## src/rtl/odsa_pkg.sv

```systemverilog
// Shared widths, constants and divider interface types for the dial step accumulator.
package odsa_pkg;

    localparam int ACC_W    = 14;
    localparam int DELTA_W  = 12;
    localparam int STEP_W   = 12;
    localparam int MAG_W    = 13;
    localparam int DIV_BITS = MAG_W;
    localparam int CNT_W    = $clog2(DIV_BITS);

    localparam logic [STEP_W-1:0]  STEP_RESET = 12'd1000;
    localparam logic [DELTA_W-1:0] OVF_POS    = 12'h7FF;
    localparam logic [DELTA_W-1:0] OVF_NEG    = 12'h801;

    typedef struct packed {
        logic              start;
        logic [MAG_W-1:0]  dividend;
        logic [STEP_W-1:0] divisor;
    } div_req_t;

    typedef struct packed {
        logic busy;
        logic done;
    } div_stat_t;

endpackage

```

## src/rtl/optical_dial_step_accumulator.sv

```systemverilog
// Top level: sample decode, accumulator sequencer and output register.
//
// Input stream (s_*): one word per sensor report. s_tuser bit 0 is the
// command (1 clears the accumulator), bit 1 the motion flag; s_tdata carries
// the X low byte, the Y low byte and the high-nibble byte.
// Output stream (m_*): exactly one word per input word. m_tuser is the
// step-valid flag, m_tdata the signed 14-bit step count (0 when no step).
// cfg_wr_en/cfg_wr_data load the dial step; write it only while idle.
// A value of 0 acts as 1.
// Flow: a clear or a report without motion goes from ST_IDLE through ST_OUT
// into the output register. A motion report runs the shared serial divider
// (one quotient bit per cycle, 13-bit quotient) once to reduce the
// accumulator when it has reached the step and once for the quotient when
// the sum reaches the step; the result then passes through ST_OUT into the
// output register before the next word is taken.
// s_tready is high only while the sequencer is idle.
// Reset clears the accumulator to 0, the dial step to 1000 and the output valid.
// If the receiver stalls, the finished word holds in the output register
// and the next result waits in its final state until that word is taken.
module optical_dial_step_accumulator
(
    input  logic        clk,
    input  logic        rst_n,
    input  logic        s_tvalid,
    output logic        s_tready,
    input  logic [23:0] s_tdata,   // x_low_byte, y_low_byte, high_nibbles
    input  logic [1:0]  s_tuser,   // command, motion_flag
    output logic        m_tvalid,
    input  logic        m_tready,
    output logic [15:0] m_tdata,   // step_count, zero fill
    output logic        m_tuser,   // step_valid
    input  logic        cfg_wr_en,
    input  logic [11:0] cfg_wr_data
);

    localparam logic [2:0] ST_IDLE   = 3'd0;
    localparam logic [2:0] ST_REDUCE = 3'd1;
    localparam logic [2:0] ST_ADD    = 3'd2;
    localparam logic [2:0] ST_CHECK  = 3'd3;
    localparam logic [2:0] ST_QUOT   = 3'd4;
    localparam logic [2:0] ST_OUT    = 3'd5;

    logic [2:0]                      state_reg, state_next;
    logic [odsa_pkg::STEP_W-1:0]     step_size_reg;
    logic signed [odsa_pkg::ACC_W-1:0] acc_reg, acc_next;
    logic [odsa_pkg::DELTA_W-1:0]    dx_reg, dx_next;
    logic [odsa_pkg::STEP_W-1:0]     step_reg, step_next;
    logic                            neg_reg, neg_next;
    logic                            res_valid_reg, res_valid_next;
    logic [odsa_pkg::ACC_W-1:0]      res_count_reg, res_count_next;
    logic                            m_tvalid_reg, m_tvalid_next;
    logic                            m_tuser_reg, m_tuser_next;
    logic [odsa_pkg::ACC_W-1:0]      m_count_reg, m_count_next;

    logic                            accept;
    logic [odsa_pkg::DELTA_W-1:0]    x_raw, y_raw;
    logic                            ovf;
    logic [odsa_pkg::STEP_W-1:0]     step_eff;
    logic [odsa_pkg::ACC_W-1:0]      acc_abs;
    logic [odsa_pkg::MAG_W-1:0]      acc_mag;
    logic                            out_free;
    logic [odsa_pkg::ACC_W-1:0]      rem_ext, quo_ext;

    odsa_pkg::div_req_t              div_req;
    odsa_pkg::div_stat_t             div_stat;
    logic [odsa_pkg::MAG_W-1:0]      div_quo;
    logic [odsa_pkg::STEP_W-1:0]     div_rem;

    odsa_divider u_div
    (
        .clk       (clk),
        .rst_n     (rst_n),
        .req       (div_req),
        .stat      (div_stat),
        .quotient  (div_quo),
        .remainder (div_rem)
    );

    assign s_tready = (state_reg == ST_IDLE);
    assign accept   = s_tvalid && s_tready;

    assign x_raw = {s_tdata[23:20], s_tdata[7:0]};
    assign y_raw = {s_tdata[19:16], s_tdata[15:8]};
    assign ovf   = (x_raw == odsa_pkg::OVF_POS) || (x_raw == odsa_pkg::OVF_NEG) ||
                   (y_raw == odsa_pkg::OVF_POS) || (y_raw == odsa_pkg::OVF_NEG);

    assign step_eff = (step_size_reg == '0) ? odsa_pkg::STEP_W'(1) : step_size_reg;
    assign acc_abs  = acc_reg[odsa_pkg::ACC_W-1] ? -acc_reg : acc_reg;
    assign acc_mag  = acc_abs[odsa_pkg::MAG_W-1:0];
    assign out_free = !m_tvalid_reg || m_tready;
    assign rem_ext  = {2'b00, div_rem};
    assign quo_ext  = {1'b0, div_quo};

    always_comb
    begin
        state_next      = state_reg;
        acc_next        = acc_reg;
        dx_next         = dx_reg;
        step_next       = step_reg;
        neg_next        = neg_reg;
        res_valid_next  = res_valid_reg;
        res_count_next  = res_count_reg;
        m_tvalid_next   = m_tvalid_reg && !m_tready;
        m_tuser_next    = m_tuser_reg;
        m_count_next    = m_count_reg;
        div_req.start    = 1'b0;
        div_req.dividend = acc_mag;
        div_req.divisor  = (state_reg == ST_IDLE) ? step_eff : step_reg;

        case (state_reg)
            ST_IDLE:
            begin
                if (accept)
                begin
                    res_valid_next = 1'b0;
                    res_count_next = '0;
                    step_next      = step_eff;
                    dx_next        = ovf ? '0 : x_raw;
                    neg_next       = acc_reg[odsa_pkg::ACC_W-1];
                    if (s_tuser[0])
                    begin
                        acc_next   = '0;
                        state_next = ST_OUT;
                    end
                    else if (!s_tuser[1])
                    begin
                        state_next = ST_OUT;
                    end
                    else if ({1'b0, acc_mag} >= {2'b00, step_eff})
                    begin
                        div_req.start = 1'b1;
                        state_next    = ST_REDUCE;
                    end
                    else
                    begin
                        state_next = ST_ADD;
                    end
                end
            end
            ST_REDUCE:
            begin
                // truncated remainder takes the sign of the dividend
                if (div_stat.done)
                begin
                    acc_next   = neg_reg ? -rem_ext : rem_ext;
                    state_next = ST_ADD;
                end
            end
            ST_ADD:
            begin
                acc_next   = acc_reg + {{2{dx_reg[odsa_pkg::DELTA_W-1]}}, dx_reg};
                state_next = ST_CHECK;
            end
            ST_CHECK:
            begin
                neg_next = acc_reg[odsa_pkg::ACC_W-1];
                if ({1'b0, acc_mag} >= {2'b00, step_reg})
                begin
                    div_req.start = 1'b1;
                    state_next    = ST_QUOT;
                end
                else
                begin
                    state_next = ST_OUT;
                end
            end
            ST_QUOT:
            begin
                if (div_stat.done)
                begin
                    res_valid_next = 1'b1;
                    res_count_next = neg_reg ? quo_ext : -quo_ext;
                    state_next     = ST_OUT;
                end
            end
            ST_OUT:
            begin
                // hold until the output register is free
                if (out_free)
                begin
                    m_tvalid_next = 1'b1;
                    m_tuser_next  = res_valid_reg;
                    m_count_next  = res_count_reg;
                    state_next    = ST_IDLE;
                end
            end
            default:
            begin
                state_next = ST_IDLE;
            end
        endcase
    end

    always_ff @(posedge clk or negedge rst_n)
    begin
        if (!rst_n)
        begin
            state_reg     <= ST_IDLE;
            step_size_reg <= odsa_pkg::STEP_RESET;
            acc_reg       <= '0;
            m_tvalid_reg  <= 1'b0;
        end
        else
        begin
            state_reg    <= state_next;
            acc_reg      <= acc_next;
            m_tvalid_reg <= m_tvalid_next;
            if (cfg_wr_en)
            begin
                step_size_reg <= cfg_wr_data;
            end
        end
    end

    always_ff @(posedge clk)
    begin
        dx_reg        <= dx_next;
        step_reg      <= step_next;
        neg_reg       <= neg_next;
        res_valid_reg <= res_valid_next;
        res_count_reg <= res_count_next;
        m_tuser_reg   <= m_tuser_next;
        m_count_reg   <= m_count_next;
    end

    assign m_tvalid = m_tvalid_reg;
    assign m_tuser  = m_tuser_reg;
    assign m_tdata  = {2'b00, m_count_reg};

`ifndef ASSERT_OFF
    a_idle_div_quiet: assert property (@(posedge clk) disable iff (!rst_n)
        (state_reg == ST_IDLE) |-> !div_stat.busy)
        else $error("divider busy while sequencer idle");

    a_done_in_wait: assert property (@(posedge clk) disable iff (!rst_n)
        div_stat.done |-> ((state_reg == ST_REDUCE) || (state_reg == ST_QUOT)))
        else $error("divider finished outside a wait state");

    a_no_step_zero: assert property (@(posedge clk) disable iff (!rst_n)
        (m_tvalid && !m_tuser) |-> (m_tdata == 16'd0))
        else $error("nonzero count without a step");

    a_acc_range: assert property (@(posedge clk) disable iff (!rst_n)
        (state_reg == ST_IDLE) |-> ((acc_reg >= -14'sd6142) && (acc_reg <= 14'sd6142)))
        else $error("accumulator out of range");

    a_out_load: assert property (@(posedge clk) disable iff (!rst_n)
        ((state_reg == ST_OUT) && out_free) |=> (m_tvalid && (state_reg == ST_IDLE)))
        else $error("result not loaded into output register");
`endif

endmodule

```

## src/rtl/odsa_divider.sv

```systemverilog
// Restoring serial divider: one quotient bit per cycle for the accumulator magnitude.
module odsa_divider
(
    input  logic                           clk,
    input  logic                           rst_n,
    input  odsa_pkg::div_req_t             req,
    output odsa_pkg::div_stat_t            stat,
    output logic [odsa_pkg::MAG_W-1:0]     quotient,
    output logic [odsa_pkg::STEP_W-1:0]    remainder
);

    logic                          busy_reg, busy_next;
    logic                          done_reg, done_next;
    logic [odsa_pkg::CNT_W-1:0]    cnt_reg, cnt_next;
    logic [odsa_pkg::STEP_W-1:0]   rem_reg, rem_next;
    logic [odsa_pkg::MAG_W-1:0]    quo_reg, quo_next;
    logic [odsa_pkg::STEP_W-1:0]   dvs_reg, dvs_next;

    logic [odsa_pkg::STEP_W:0]     shifted;
    logic [odsa_pkg::STEP_W+1:0]   diff;

    assign shifted = {rem_reg, quo_reg[odsa_pkg::MAG_W-1]};
    assign diff    = {1'b0, shifted} - {2'b00, dvs_reg};

    always_comb
    begin
        busy_next = busy_reg;
        done_next = 1'b0;
        cnt_next  = cnt_reg;
        rem_next  = rem_reg;
        quo_next  = quo_reg;
        dvs_next  = dvs_reg;
        if (req.start)
        begin
            busy_next = 1'b1;
            cnt_next  = '0;
            rem_next  = '0;
            quo_next  = req.dividend;
            dvs_next  = req.divisor;
        end
        else if (busy_reg)
        begin
            // keep the partial remainder below the divisor
            if (!diff[odsa_pkg::STEP_W+1])
            begin
                rem_next = diff[odsa_pkg::STEP_W-1:0];
                quo_next = {quo_reg[odsa_pkg::MAG_W-2:0], 1'b1};
            end
            else
            begin
                rem_next = shifted[odsa_pkg::STEP_W-1:0];
                quo_next = {quo_reg[odsa_pkg::MAG_W-2:0], 1'b0};
            end
            cnt_next = cnt_reg + 1'b1;
            if (cnt_reg == odsa_pkg::CNT_W'(odsa_pkg::DIV_BITS - 1))
            begin
                busy_next = 1'b0;
                done_next = 1'b1;
            end
        end
    end

    always_ff @(posedge clk or negedge rst_n)
    begin
        if (!rst_n)
        begin
            busy_reg <= 1'b0;
            done_reg <= 1'b0;
            cnt_reg  <= '0;
        end
        else
        begin
            busy_reg <= busy_next;
            done_reg <= done_next;
            cnt_reg  <= cnt_next;
        end
    end

    always_ff @(posedge clk)
    begin
        rem_reg <= rem_next;
        quo_reg <= quo_next;
        dvs_reg <= dvs_next;
    end

    assign stat.busy = busy_reg;
    assign stat.done = done_reg;
    assign quotient  = quo_reg;
    assign remainder = rem_reg;

endmodule
```

## config.mk

```make
export PLATFORM = sky130hd
export DESIGN_NAME = optical_dial_step_accumulator
export DESIGN_NICKNAME = d
export VERILOG_FILES = /design/src/rtl/odsa_pkg.sv /design/src/rtl/optical_dial_step_accumulator.sv /design/src/rtl/odsa_divider.sv
export SDC_FILE = /design/constraint.sdc
export NUM_CORES = 1
export LEC_CHECK = 0
export ABC_AREA = 1
export BUFFER_PORTS_ARGS = -buffer_cell sky130_fd_sc_hd__buf_2
export CAP_MARGIN = 5
export CORE_ASPECT_RATIO = 1.2
export CORE_MARGIN = 3
export CORE_UTILIZATION = 35
export CTS_BUF_LIST = sky130_fd_sc_hd__clkbuf_2 sky130_fd_sc_hd__clkbuf_4 sky130_fd_sc_hd__clkbuf_8
export CTS_CLUSTER_DIAMETER = 120
export DETAILED_ROUTE_END_ITERATION = 10
export GPL_TIMING_DRIVEN = 0
export HOLD_SLACK_MARGIN = 0.05
export SYNTH_ARGS = -nofsm -noshare
export SYNTH_HDL_FRONTEND = slang
export SYNTH_SLANG_ARGS = --single-unit
```

## constraint.sdc

```tcl
create_clock -name clk -period 5.4 [get_ports clk]
set_input_delay 0.81 -clock clk [delete_from_list [all_inputs] [get_ports clk]]
set_output_delay 0.81 -clock clk [all_outputs]
set_load 0.05 [all_outputs]
```

# Word level (Yosys, flattened, before mapping)
# Index checks and enable logic that the tools add are counted.
dict set report op_classes {
  n_addsub 6
  order_cmp 2
  eq_ne 15
  mux 46
  n_reduce_logical 20
}
# operator n
set op_table {}
lappend op_table {{$mux 14} 7}
lappend op_table {{$pmux 14 s3} 1}
lappend op_table {{$mux 13} 3}
lappend op_table {{$mux 12} 3}
lappend op_table {{$pmux 14 s2} 1}
lappend op_table {{$ge 13x12->1} 2}
lappend op_table {{$eq 12x11->1 const B} 2}
lappend op_table {{$eq 12x12->1 const B} 2}
lappend op_table {{$mux 1} 18}
lappend op_table {{$mux 3} 6}
lappend op_table {{$pmux 3 s6} 1}
lappend op_table {{$add 14x14->14} 1}
lappend op_table {{$neg 12->14} 1}
lappend op_table {{$neg 13->14} 1}
lappend op_table {{$sub 13x12->14} 1}
lappend op_table {{$neg 13->13} 1}
lappend op_table {{$logic_not 12->1} 1}
lappend op_table {{$mux 4} 2}
lappend op_table {{$ne 2x1->1 const B} 4}
lappend op_table {{$reduce_and 4->1} 2}
lappend op_table {{$eq 3x2->1 const B} 2}
lappend op_table {{$eq 3x3->1 const B} 2}
lappend op_table {{$pmux 1 s2} 3}
lappend op_table {{$reduce_and 2->1} 3}
lappend op_table {{other kinds (12)} 19}
dict set report totals {
  reg_bits 128
  inputBits 43
  output_inout_bits 19
}

# Logic depth before layout (Yosys ltp)
# Gate-level depths: netlist of the first run.
dict set report logic_depth {
  ltp_word 9
  depth_mapped 24
  depth_no_buf 23
}

# By module
# Synthesis of the first run repeated with hierarchy kept, for this count alone.
dict set report hier_totals {
  hier_cells 1040
  hier_area_um2 8199.1
}
# mod n_inst cells_per_inst area_per_inst_um2 seq_area_each_um2
set by_module_without_submodules {}
lappend by_module_without_submodules {optical_dial_step_accumulator 1 699 5551.6 2409.8}
lappend by_module_without_submodules {odsa_divider 1 341 2647.5 1141.1}

# Least setup slack after synthesis of the first run
# No wires, ideal clock.
dict set report synth_timing {
  kind {flip-flop to flip-flop}
  start {reg state_reg[0]}
  end {reg u_div.quo_reg, in the netlist u_div.quotient[0] (enable)}
  setup_time_ps 356
  arrival_time_ps 2830
  t_required_ps 5044
  path_slack_ps 2214
  path_stages_with_launch 10
  n_path_buf 0
  synth_period_minus_slack_ps 3186
  cell_sequence {dfrtp_1 nor2_1 inv_1 nor2_1 inv_2 nor2_1 nand3_4 nand2_4 inv_1 nand2_1}
}
dict set report synth_between {
  elab_chain_len 5
  word_cells_on_any_way 6
  cone_classes {eq/ne (1); mux (2); reduce/logical (3)}
}
# item line
set synth_rtl {}
lappend synth_rtl {{start: declaration} optical_dial_step_accumulator.sv:43} ;# logic [2:0] state_reg, state_next;
lappend synth_rtl {{start signal: assignment} optical_dial_step_accumulator.sv:205} ;# state_reg <= state_next;
lappend synth_rtl {{$logic_not 3->1} {optical_dial_step_accumulator.sv:79, optical_dial_step_accumulator.sv:110}}
lappend synth_rtl {{$logic_and 1x1->1} optical_dial_step_accumulator.sv:80} ;# assign accept = s_tvalid && s_tready;
lappend synth_rtl {{$mux 1} optical_dial_step_accumulator.sv:113} ;# if (accept)
lappend synth_rtl {{$pmux 1 s2 (*)} optical_dial_step_accumulator.sv:110} ;# case (state_reg)
lappend synth_rtl {{$reduce_bool 2->1 (no source line) (*)} --}
lappend synth_rtl {{end signal: assignment} odsa_divider.sv:82} ;# quo_reg <= quo_next;
lappend synth_rtl {{end: declaration} odsa_divider.sv:16} ;# logic [odsa_pkg::MAG_W-1:0] quo_reg, quo_next;
# Every way passes the cells marked *; elsewhere a longest branch is shown, timed or not.
# A chain may end at the register's enable or synchronous reset.

# Final worst setup path of the first run
dict set report layout_timing {
  start {reg acc_reg[13] (netlist bit)}
  end {reg u_div.quo_reg, in the netlist u_div.quotient[12] (enable)}
}
dict set report layout_between {
  elab_chain_len 8
  word_cells_on_any_way 10
  cone_classes {order compare (2); mux (7); reduce/logical (1)}
}
# item line
set layout_rtl {}
lappend layout_rtl {{start: declaration} optical_dial_step_accumulator.sv:45} ;# logic signed [odsa_pkg::ACC_W-1:0] acc_reg, acc_next;
lappend layout_rtl {{start signal: assignment} optical_dial_step_accumulator.sv:206} ;# acc_reg <= acc_next;
lappend layout_rtl {{$mux 13 (*)} optical_dial_step_accumulator.sv:88} ;# assign acc_abs = acc_reg[odsa_pkg::ACC_W-1] ? -acc_reg : acc_reg;
lappend layout_rtl {{$ge 13x12->1} optical_dial_step_accumulator.sv:129} ;# else if ({1'b0, acc_mag} >= {2'b00, step_eff})
lappend layout_rtl {{$mux 1} optical_dial_step_accumulator.sv:129}
lappend layout_rtl {{$mux 1} optical_dial_step_accumulator.sv:125} ;# else if (!s_tuser[1])
lappend layout_rtl {{$mux 1} optical_dial_step_accumulator.sv:120} ;# if (s_tuser[0])
lappend layout_rtl {{$mux 1} optical_dial_step_accumulator.sv:113}
lappend layout_rtl {{$pmux 1 s2 (*)} optical_dial_step_accumulator.sv:110}
lappend layout_rtl {{$reduce_bool 2->1 (no source line) (*)} --}
# Marked as above.

==> results of run 1 <==
==> metrics by stage <==
stage                     instances  utilization  setup slack [ns]
after floorplan                 942            -              2.21
after global placement         1275        0.387             0.761
after detailed placement       1278        0.389              1.46
after CTS                      1310        0.407              1.45
after global routing           1310        0.407              1.15
final                          1310        0.407              1.47
==> final timing paths <==
kind | end | cells after the start | start | slack (ns)
setup / recovery | u_div.quotient[12]$_DFFE_PP_ | 23 | acc_reg[13]$_DFFE_PN0P_ | 1.47
hold / removal | m_count_reg[2]$_DFFE_PP_ | 0 | res_count_reg[2]$_SDFFCE_PN0P_ | 0.42
setup reg to reg | u_div.quotient[12]$_DFFE_PP_ | 23 | acc_reg[13]$_DFFE_PN0P_ | 1.47
hold reg to reg | m_count_reg[2]$_DFFE_PP_ | 0 | res_count_reg[2]$_SDFFCE_PN0P_ | 0.42
max in group asynchronous | state_reg[0]$_DFFE_PN0P_ | 1 | rst_n | 4.40
min in group asynchronous | step_size_reg[2]$_DFFE_PN0P_ | 1 | rst_n | 0.44
==> synth_stat cells (2+ instances only) <==
master,number,area share
a21o_1,5,0.0048
a21oi_1,73,0.047
a31oi_1,14,0.011
buf_2,7,0.0045
buf_4,3,0.0029
buf_6,2,0.0029
clkbuf_1,24,0.012
clkinv_1,2,0.00096
dfrtp_1,30,0.096
dfstp_2,6,0.020
dfxtp_1,12,0.031
edfxtp_1,80,0.31
fa_1,2,0.0051
ha_1,50,0.080
inv_1,127,0.061
nand2_1,170,0.082
nand2_2,4,0.0032
nand3_1,60,0.039
nand3b_1,5,0.0048
nand4_1,10,0.0080
nor2_1,89,0.043
nor2_2,3,0.0024
nor3_1,21,0.014
nor4_1,7,0.0056
o211ai_1,3,0.0029
o21a_1,2,0.0019
o21ai_0,79,0.051
o21ai_1,2,0.0013
o221ai_1,2,0.0023
o31ai_1,4,0.0039
or2_2,5,0.0040
xnor2_1,10,0.011
xor2_1,12,0.014
==> per-layer routing <==
layer	up-vias	track usage	share of wire
li1	3339	-	-
met1	2956	0.196	0.43
met2	155	0.291	0.49
met3	33	0.0321	0.042
met4	0	0.0664	0.032
met5	-	0	0
==> cell families after synthesis <==
group	synth area share
AND/OR/NAND/NOR	0.211
AO/OA/AOI/OAI	0.137
buffers and inverters	0.0846
flip-flops	0.456
adder cells (fa/ha/maj)	0.0855
XOR/XNOR	0.0248
other	0.000482
==> critical path, cell delays in order, from the launching register on <==
cell,delay [ns]
dfrtp_1,0.49
buf_2,0.28
inv_1,0.11
nor2_1,0.12
xor2_1,0.55
ha_1,0.38
a21oi_1,0.14
nand2_1,0.06
nand2_1,0.06
nand2_1,0.05
nand2_1,0.05
nand2_1,0.05
nand2_1,0.05
nand2_1,0.06
nand2_1,0.06
nand2_1,0.05
nand2_1,0.05
nand2_1,0.07
nand2_1,0.14
nand2_2,0.08
nand3_4,0.11
nand2_4,0.08
inv_1,0.09
nand2_1,0.33
==> report_power, final <==
group          internal, uW  total (uW)  leakage, uW  switching [uW]
clock network           440         830     0.000191             389
registers              1390        1670      0.00127             272
logic                   917        2730      0.00249            1810
total                  2750        5220      0.00395            2470
==> area by class of cell <==
| cell class | count | area share |
|---|---|---|
| Multi-Input combinational cell | 648 | 0.404 |
| Sequential cell | 128 | 0.401 |
| Inverter | 130 | 0.0551 |
| Tap cell | 274 | 0.0387 |
| Timing Repair Buffer | 62 | 0.0381 |
| Clock buffer | 22 | 0.0314 |
| Buffer | 36 | 0.0192 |
| Clock inverter | 10 | 0.0127 |
==> cells in the final DEF, fill, tap and decap left out, drive strengths merged, types with 6 or more instances in the layout <==
master / instances
nand3: 61
clkbuf: 46
a21oi: 73
nand2: 175
ha: 50
xor2: 12
dfstp: 6
nor3: 21
a31oi: 14
nand4: 10
dfxtp: 12
nor4: 7
xnor2: 10
inv: 129
edfxtp: 80
nor2: 92
buf: 74
dfrtp: 30
o21ai: 82
==> results.md, run 1 <==
- Outcome: finished, final reports clean
- Register area: roughly 0.0036 mm^2
- Die area: between 0.02 and 0.025 mm^2
- Multi-input gate area: 0.00358 mm^2
- Sequential share of the synthesized area: 0.456
- Area of the core: approximately 0.022 mm^2
- Layout area overhead: 13.8%
- Starting Density: 0.357
- Antenna cells: 0
- Die span in x: approximately 140 um
- CTS root buf: clkbuf_8
- Leakage: 0.00395 uW
- Worst Path Max Fanout: 13
- Setup Viol. Count Final: 0
- Drt first pass iters: 6
- # IOs: 62
- Routability Congestion: around 0.9
- Syn Inst Count: around 940
- Final Max Slew Viols: 0
- Library cells used by synthesis: 49
- CP Launch Type: flop
- Main synth FF type: edfxtp_1
- Number of DRC markers in iteration 0: between 300 and 400
- Vias: approximately 6,500
- Crit path kind: reg2reg
- Pwr dens: slightly below 600 mW/mm^2
- Reg clk slew, reported paths: roughly 0.080 ns
- Sink Count: 128
- Largest net degree at the start of global routing: 37
- Total grt overflow: 0
- Clock buffer depth: 2
- Fillers: ~2,200
- CTS buffer count: 17
- Placed Area: ~0.0085 mm^2
- Rel. slew slack: 0.301
- Dpl hpwl: between 15 and 20 mm
- Worst skew pair latency: 0.45 ns
- Hold Vio Cnt, Final: 0
- Die height: 169 um
- Worst Clk Skew: around 0.014 ns
- Routed Antenna Nets: 0
- Max IR drop VDD: 0.193 mV
- CTS tree: done
- Min-Delay Path Class: reg2reg
- Final wirelength: between 15 and 20 mm
- Wirelength per Cell: 14.8 um
- Setup_tns: 0 ns
- Worst EP arrival: 4.00 ns
- Tmin final: around 3.9 ns
- # Max-Cap Violations: 0
- First-pass GRT wire length: 31.2 mm
- Worst Setup End Kind: flop
- Rows: approximately 60
- Vias in the first global route: 6,238
- H-tree lvl count: 4
- Design area: 0.00886 mm^2
- Syn Std Cell Area: 0.00778 mm^2
- Final period utilization: 0.728
- Hold_buf cts: 0
- Worst slew pin tran: 1.04 ns
- Cts repair resizes: 0
- Count of flip-flops with a built-in enable after synthesis: 80
- GRT Total Usage: 0.165
- Req. time, crit path: 5.47 ns
- Share of layout cells above drive strength 1: 0.125
- Syn Area/Cell: ~8.3 um^2
- Post-synth ARST share: 0.281
- FF+latch count, synth: 128
- I/O Buffers: about 60
- DRC violations left: 0
- RSZ-0062 raised after global routing: no
- Via density: approximately 5
- Final Hold Slack: roughly 0.42 ns
- Synth warn: 0
- Setup Fix Bufs, Post-CTS: 0
- Total power: 5220 uW
- Fin nets: approximately 1,100
- Max Freq: 254 MHz
- Initial antenna violation count: 0
No activity file was read; power rests on OpenSTA's default activity.
==> run 2, diff against run 1 <==
--- a/config.mk
+++ b/config.mk
@@ -5,7 +5,7 @@
 export SDC_FILE = /design/constraint.sdc
 export NUM_CORES = 1
 export LEC_CHECK = 0
-export ABC_AREA = 1
+export ABC_AREA = 0
 export BUFFER_PORTS_ARGS = -buffer_cell sky130_fd_sc_hd__buf_2
 export CAP_MARGIN = 5
 export CORE_ASPECT_RATIO = 1.2
==> constraint.sdc (replaced) <==
create_clock -name clk -period 3.3 [get_ports clk]
set_input_delay 0.495 -clock clk [delete_from_list [all_inputs] [get_ports clk]]
set_output_delay 0.495 -clock clk [all_outputs]
set_load 0.05 [all_outputs]
==> run 2 against run 1 <==
Effect of this change: the flow now finishes with violations (negative setup slack); synthesized area decreased by 0.87%; hold slack worse by 0.28 ns; non-clock buffer count rose by 26; clock skew rose by 0.0061 ns.
==> results.md, run 2 <==
- Count leader, synth: edfxtp_1
- GRT Total Usage: 0.158
- Failing checks: negative setup slack
- R2R Path Start: acc_reg[2]$_DFFE_PN0P_
- Reg clk slew, reported paths: 0.10 ns
- Register area: ~0.0036 mm^2
- Final Hold Slack: between 0.1 and 0.15 ns
- Library cells used by synthesis: between 60 and 70
- CP Launch Type: flop
- Sink Count: between 100 and 150
- Dpl hpwl: 13.9 mm
- Count of flip-flops with a built-in enable after synthesis: 80
- Internal power: slightly below 5000 uW
- Number of DRC markers in iteration 0: around 290
- Layout Cells excl Fill: between 1,000 and 1,500
- Sequential share of the synthesized area: 0.460
- Reg power frac: 0.327
- Total grt overflow: 0
- Worst slew pin tran: roughly 0.85 ns
- Largest net degree at the start of global routing: 37
- Syn Inst Count: between 700 and 800
- Net Switching: 3780 uW
- Design area: approximately 0.009 mm^2
- Via density: roughly 5.2
- Leakage: 0.00374 uW
- Top cells by count, synth: edfxtp_1 (80), nand2_1 (66), o21ai_0 (56), inv_1 (55), nor2_1 (53)
- Final worst-path setup slack: -0.623 ns
- Layout area overhead: 20.0%
- Routability Congestion: 0.841
- # IOs: 62
- Synth warn: 0
- Min-Delay Path Class: in2async
- Worst skew pair latency: roughly 0.46 ns
- Fin nets: around 960
- Die area: roughly 0.024 mm^2
- Area of the core: between 0.02 and 0.025 mm^2
- Post-synth ARST share: 0.281
- Pwr dens: 934 mW/mm^2
- Req. time, crit path: about 3.5 ns
- Top cells by area, synth: edfxtp_1 (31%), dfrtp_1 (9.7%), ha_1 (8.1%)
- Placed cells: between 1,000 and 1,500
- Fin util: 0.434
- R2R Setup Slk: -0.62 ns
- Routed Antenna Nets: 0
- Main synth FF type: edfxtp_1
- Multi-input gate area: ~0.0040 mm^2
- Rows: 58
- Comb pwr share: 0.508
- Initial antenna violation count: 0
- Die span in x: roughly 140 um
- Rel. slew slack: 0.430
- Hold_buf cts: 0
- Most frequent cells in the layout: edfxtp_1 (80), nand2_1 (66), buf_2 (59), o21ai_0 (55), inv_1 (54)
- Commonest non-fill, non-tap cell in the layout: edfxtp_1
- Final wirelength: approximately 19 mm
- Wirelength per Cell: 16.3 um
- CTS root buf: clkbuf_8
- Final period utilization: 1.19
- H-tree lvl count: 4
- Vias: just under 6,000
- Drt first pass iters: 5
- Net Sw Frac: 0.438
- Worst Setup End Kind: flop
- Dpl ws: -1.16 ns
- First-pass GRT wire length: approximately 30 mm
- CTS tree: done
- Antenna cells: 0
- Vias in the first global route: 5,696
- CTS buffer count: 17
- Fillers: slightly above 2,000
- # Max-Cap Violations: 0
- Syn Std Cell Area: 0.00771 mm^2
- Final Max Slew Viols: 0
- Share of layout cells above drive strength 1: 0.219
- RSZ-0062 raised after global routing: yes
- Setup Viol. Count Final: between 50 and 60
- Reg-to-reg endpoint: u_div.quotient[9]$_DFFE_PP_
- Die height: around 170 um
- Worst EP arrival: roughly 4.1 ns
- Path depth of the worst reg2reg path: 14
- Clock buffer depth: 2
- Placed Area: about 0.0084 mm^2
- Outcome: finished, violations left
- Max Freq: roughly 250 MHz
- Synth area leader: edfxtp_1
- Worst Path Max Fanout: 6
- Clk pwr share: 0.165
- Area share of the largest cell type after synthesis: 0.311
- DRC violations left: 0
- FF+latch count, synth: 128
- Max IR drop VDD: 0.359 mV
- Tmin final: 3.92 ns
- Crit path kind: reg2reg
- Starting Density: 0.362
- I/O Buffers: between 50 and 60
- Syn Area/Cell: between 10 and 15 um^2
- Hold Vio Cnt, Final: 0
- Worst Clk Skew: 0.0205 ns
[run 2: worst max-delay path, stage by stage, from the launching register on]
cell       delay [ns]
dfrtp_2          0.43
or4_4            0.52
or4_4            0.48
o31ai_4          0.22
xnor2_2          0.12
ha_2             0.19
nor2_1           0.08
or4b_1           0.45
a31oi_1          0.17
o211ai_1         0.12
o2bb2ai_2        0.16
o21ai_2          0.16
o31ai_4          0.13
buf_6            0.17
mux2_4           0.30
[run 2: worst max-delay path by stage]
| stage | slack, ns | endpoint | from |
|---|---|---|---|
| 3_3_place_gp | -1.15 | u_div.dvs_reg[5]$_DFFE_PP_ | acc_reg[13]$_DFFE_PN0P_ |
| 3_5_place_dp | -1.16 | u_div.dvs_reg[5]$_DFFE_PP_ | acc_reg[13]$_DFFE_PN0P_ |
| 4_1_cts | -0.71 | u_div.quotient[3]$_DFFE_PP_ | acc_reg[3]$_DFFE_PN0P_ |
| 5_1_grt | -0.75 | u_div.quotient[9]$_DFFE_PP_ | acc_reg[3]$_DFFE_PN0P_ |
| 6_report | -0.62 | u_div.quotient[9]$_DFFE_PP_ | acc_reg[2]$_DFFE_PN0P_ |
| 2_1_floorplan | -0.60 | u_div.quotient[11]$_DFFE_PP_ | acc_reg[3]$_DFFE_PN0P_ |
[run 2: final cells by class]
class,instances,share of cell area
timing repair buffer,84,0.0601
inverter,55,0.0227
buffer,40,0.0215
sequential,128,0.384
clock inverter,15,0.0189
tap,270,0.0365
clock buffer,17,0.0253
multi-input combinational,541,0.431
[run 2: cells by family after synthesis]
group	count (synthesis)	share of synthesized area
multiplexers	30	0.0456
adder cells (fa/ha/maj)	52	0.0863
AO/OA/AOI/OAI	183	0.156
XOR/XNOR	52	0.0600
flip-flops	128	0.460
buffers and inverters	97	0.0500
AND/OR/NAND/NOR	221	0.142
other	1	0.000486
[run 2: power groups by stage]
stage / logic [uW] / clock network (uW) / registers [uW]
finish: 4390 / 1430 / 2830
global route: 4820 / 1530 / 2880
global placement: 3920 / 0 / 2840
detailed placement: 3960 / 0 / 2850
CTS: 4370 / 1450 / 2820
floorplan: 2900 / 0 / 2850
[run 2: per-layer routing]
| metal | global-route usage | wire length [um] | up-vias |
|---|---|---|---|
| met4 | 0.0576 | 519 | 0 |
| met5 | 0 | 0 | - |
| met1 | 0.195 | 8200 | 2790 |
| li1 | - | - | 2969 |
| met3 | 0.0331 | 832 | 27 |
| met2 | 0.274 | 9250 | 145 |
[run 2: repair_timing]
| item | in CTS | in global routing |
|---|---|---|
| gates cloned | 5 | 0 |
| setup buffers | 18 | 5 |
| endpoints found under the setup margin | 73 | 59 |
| gates resized for setup | 50 | 10 |
| pin swaps | 8 | 3 |
[run 2: through the flow]
stage,total power (uW),setup TNS [ns]
after floorplan,5750,-24.55
after global placement,6750,-62.11
after detailed placement,6810,-63.30
after CTS,8650,-35.23
after global routing,9230,-37.97
final,8650,-29.81
==> run 3, diff against run 2 <==
==> constraint.sdc (replaced) <==
create_clock -name clk -period 3.3 [get_ports clk]
set_input_delay 0.165 -clock clk [delete_from_list [all_inputs] [get_ports clk]]
set_output_delay 0.165 -clock clk [all_outputs]
set_load 0.05 [all_outputs]
==> run 3 against run 2 <==
Effect of this change: the flow still finishes with violations (negative setup slack); die area stayed put; register-to-register slack hardly changed; largest power group unchanged; clock-buffer cell count stayed put; critical path type unchanged; via count is 1.6% higher; setup slack better by 0.0039 ns; non-clock buffer count is 28 higher; sequential cell count stayed put; sequential share of layout area is 1.1 points lower; clock power hardly changed.
==> results.md, run 3 (synthesis results as in run 2) <==
- Most frequent cells in the layout: edfxtp_1 (80), nand2_1 (66), buf_2 (59), o21ai_0 (55), inv_1 (54)
- Routability Congestion: 0.841
- Worst EP arrival: just over 4 ns
- Setup_tns: -29.58 ns
- Leakage: about 0.0039 uW
- Placed Area: around 0.0084 mm^2
- Dpl hpwl: between 10 and 15 mm
- Tmin final: 3.92 ns
- Final worst-path setup slack: -0.619 ns
- Setup Viol. Count Final: 58
- Number of DRC markers in iteration 0: between 300 and 400
- Total grt overflow: 0
- R2R Path Start: acc_reg[2]$_DFFE_PN0P_
- Worst Clk Skew: roughly 0.021 ns
- Fin nets: just under 1,000
- Die area: roughly 0.024 mm^2
- Final Max Slew Viols: 0
- Worst skew pair latency: approximately 0.46 ns
- Vias in the first global route: between 5,000 and 6,000
- CP Launch Type: flop
- Outcome: finished, violations left
- Initial antenna violation count: 0
- Sink Count: 128
- Design area: between 0.009 and 0.01 mm^2
- Number of cells on the worst hold path: 3
- Critical-path top delay cell: or4_4
- Multi-input gate area: about 0.004 mm^2
- CTS buffer count: 17
- Worst Path Max Fanout: 6
- Failing checks: negative setup slack
- Critical Path Max Stage Delay: about 0.52 ns
- Worst path top cell family by delay: simple AND/OR/NAND/NOR gates
- Path depth of the worst reg2reg path: 14
- Largest net degree at the start of global routing: 37
- Worst slew pin tran: 0.859 ns
- Area of the core: 0.0213 mm^2
- CTS root buf: clkbuf_8
- Hold Vio Cnt, Final: 0
- First-pass GRT wire length: roughly 30 mm
- Die height: about 170 um
- Min-Delay Path Class: in2reg
- Clock buffer depth: 2
- I/O Buffers: 59
- RSZ-0062 raised after global routing: yes
- Wirelength per Cell: 16.2 um
- CP cell instances: or4_4 -> or4_4 -> o31ai_4 -> xnor2_2 -> ha_2 -> nor2_1 -> or4b_1 -> a31oi_1 -> o211ai_1 -> o2bb2ai_2 -> o21ai_2 -> o31ai_4 -> buf_6 -> mux2_4
- Final wirelength: between 15 and 20 mm
- Register area: 0.00355 mm^2
- Commonest non-fill, non-tap cell in the layout: edfxtp_1
- Max Freq: between 200 and 300 MHz
- H-tree lvl count: 4
- Max IR drop VDD: 0.359 mV
- DRC violations left: 0
- Worst Setup End Kind: flop
- Final Hold Slack: ~0.12 ns
- Die span in x: around 140 um
- Starting Density: 0.362
- Total power: 8690 uW
- CTS tree: done
- Vias: roughly 6,000
- Via density: a little over 5
- Fillers: a little over 2,000
- Crit path depth: 14
- GRT Total Usage: 0.160
- Final period utilization: 1.19
- Hold Crit Start: s_tuser[1]
- Share of layout cells above drive strength 1: 0.213
- Reg clk slew, reported paths: roughly 0.08 ns
- Drt first pass iters: 5
- Rel. slew slack: 0.428
- Routed Antenna Nets: 0
- Crit path from: acc_reg[2]$_DFFE_PN0P_
- # IOs: 62
- Antenna cells: 0
- Pwr dens: 911 mW/mm^2
- Dpl ws: -1.16 ns
- # Max-Cap Violations: 0
- Buf/Inv on CP: 1
- Req. time, crit path: about 3.5 ns
- Layout area overhead: 23.6%
- Crit path kind: reg2reg
- Rows: between 50 and 60
-- run 3: cell count changes in the layout (fill, tap and decap cells not counted) --
cell	before	now
dlygate4sd3_1	0	28
-- run 3: layout make-up --
cell class,count,area share
buffer,40,0.0209
clock buffer,17,0.0245
clock inverter,15,0.0184
inverter,55,0.0220
multi-input combinational,541,0.419
sequential,128,0.373
tap,270,0.0354
timing repair buffer,112,0.0877
-- run 3: report_power, final --
group	switching, uW	internal, uW	total, uW
Combinational	2590	1840	4430
Clock	733	699	1430
Sequential	482	2350	2830
Total	3800	4890	8690
-- run 3: path summary, 6_finish.rpt --
check                                               endpoint  slack, ns
worst max-delay path             u_div.quotient[9]$_DFFE_PP_      -0.62
worst min-delay path                state_reg[0]$_DFFE_PN0P_       0.12
worst max register to register   u_div.quotient[9]$_DFFE_PP_      -0.62
worst min register to register      m_count_reg[7]$_DFFE_PP_       0.42
max in group asynchronous            acc_reg[13]$_DFFE_PN0P_       2.35
min in group asynchronous       u_div.cnt_reg[1]$_DFFE_PN0P_       0.35
-- run 3: per-stage QoR --
step	instances	util
floorplan	765	-
global placement	1094	0.394
detailed placement	1094	0.394
CTS	1176	0.447
global route	1178	0.447
finish	1178	0.447
-- run 3: timing repair --
item / 4_1_cts / 5_1_grt
endpoints found under the hold margin: 56 / 0
cloned: 5 / 0
pin swaps: 8 / 3
setup endpoints to repair: 73 / 59
setup buffers: 18 / 5
gates resized for setup: 50 / 10
hold buffers: 28 / 0
-- run 3: tightest hold or removal path, stage by stage --
cell      delay, ns
buf_2          0.08
and3b_1        0.18
o211ai_1       0.10
-- run 3: per-layer routing --
| layer | up-vias | share of wire | track usage |
|---|---|---|---|
| li1 | 3020 | - | - |
| met4 | 0 | 0.030 | 0.0593 |
| met5 | - | 0 | 0 |
| met1 | 2851 | 0.44 | 0.196 |
| met2 | 118 | 0.49 | 0.279 |
| met3 | 34 | 0.034 | 0.0325 |
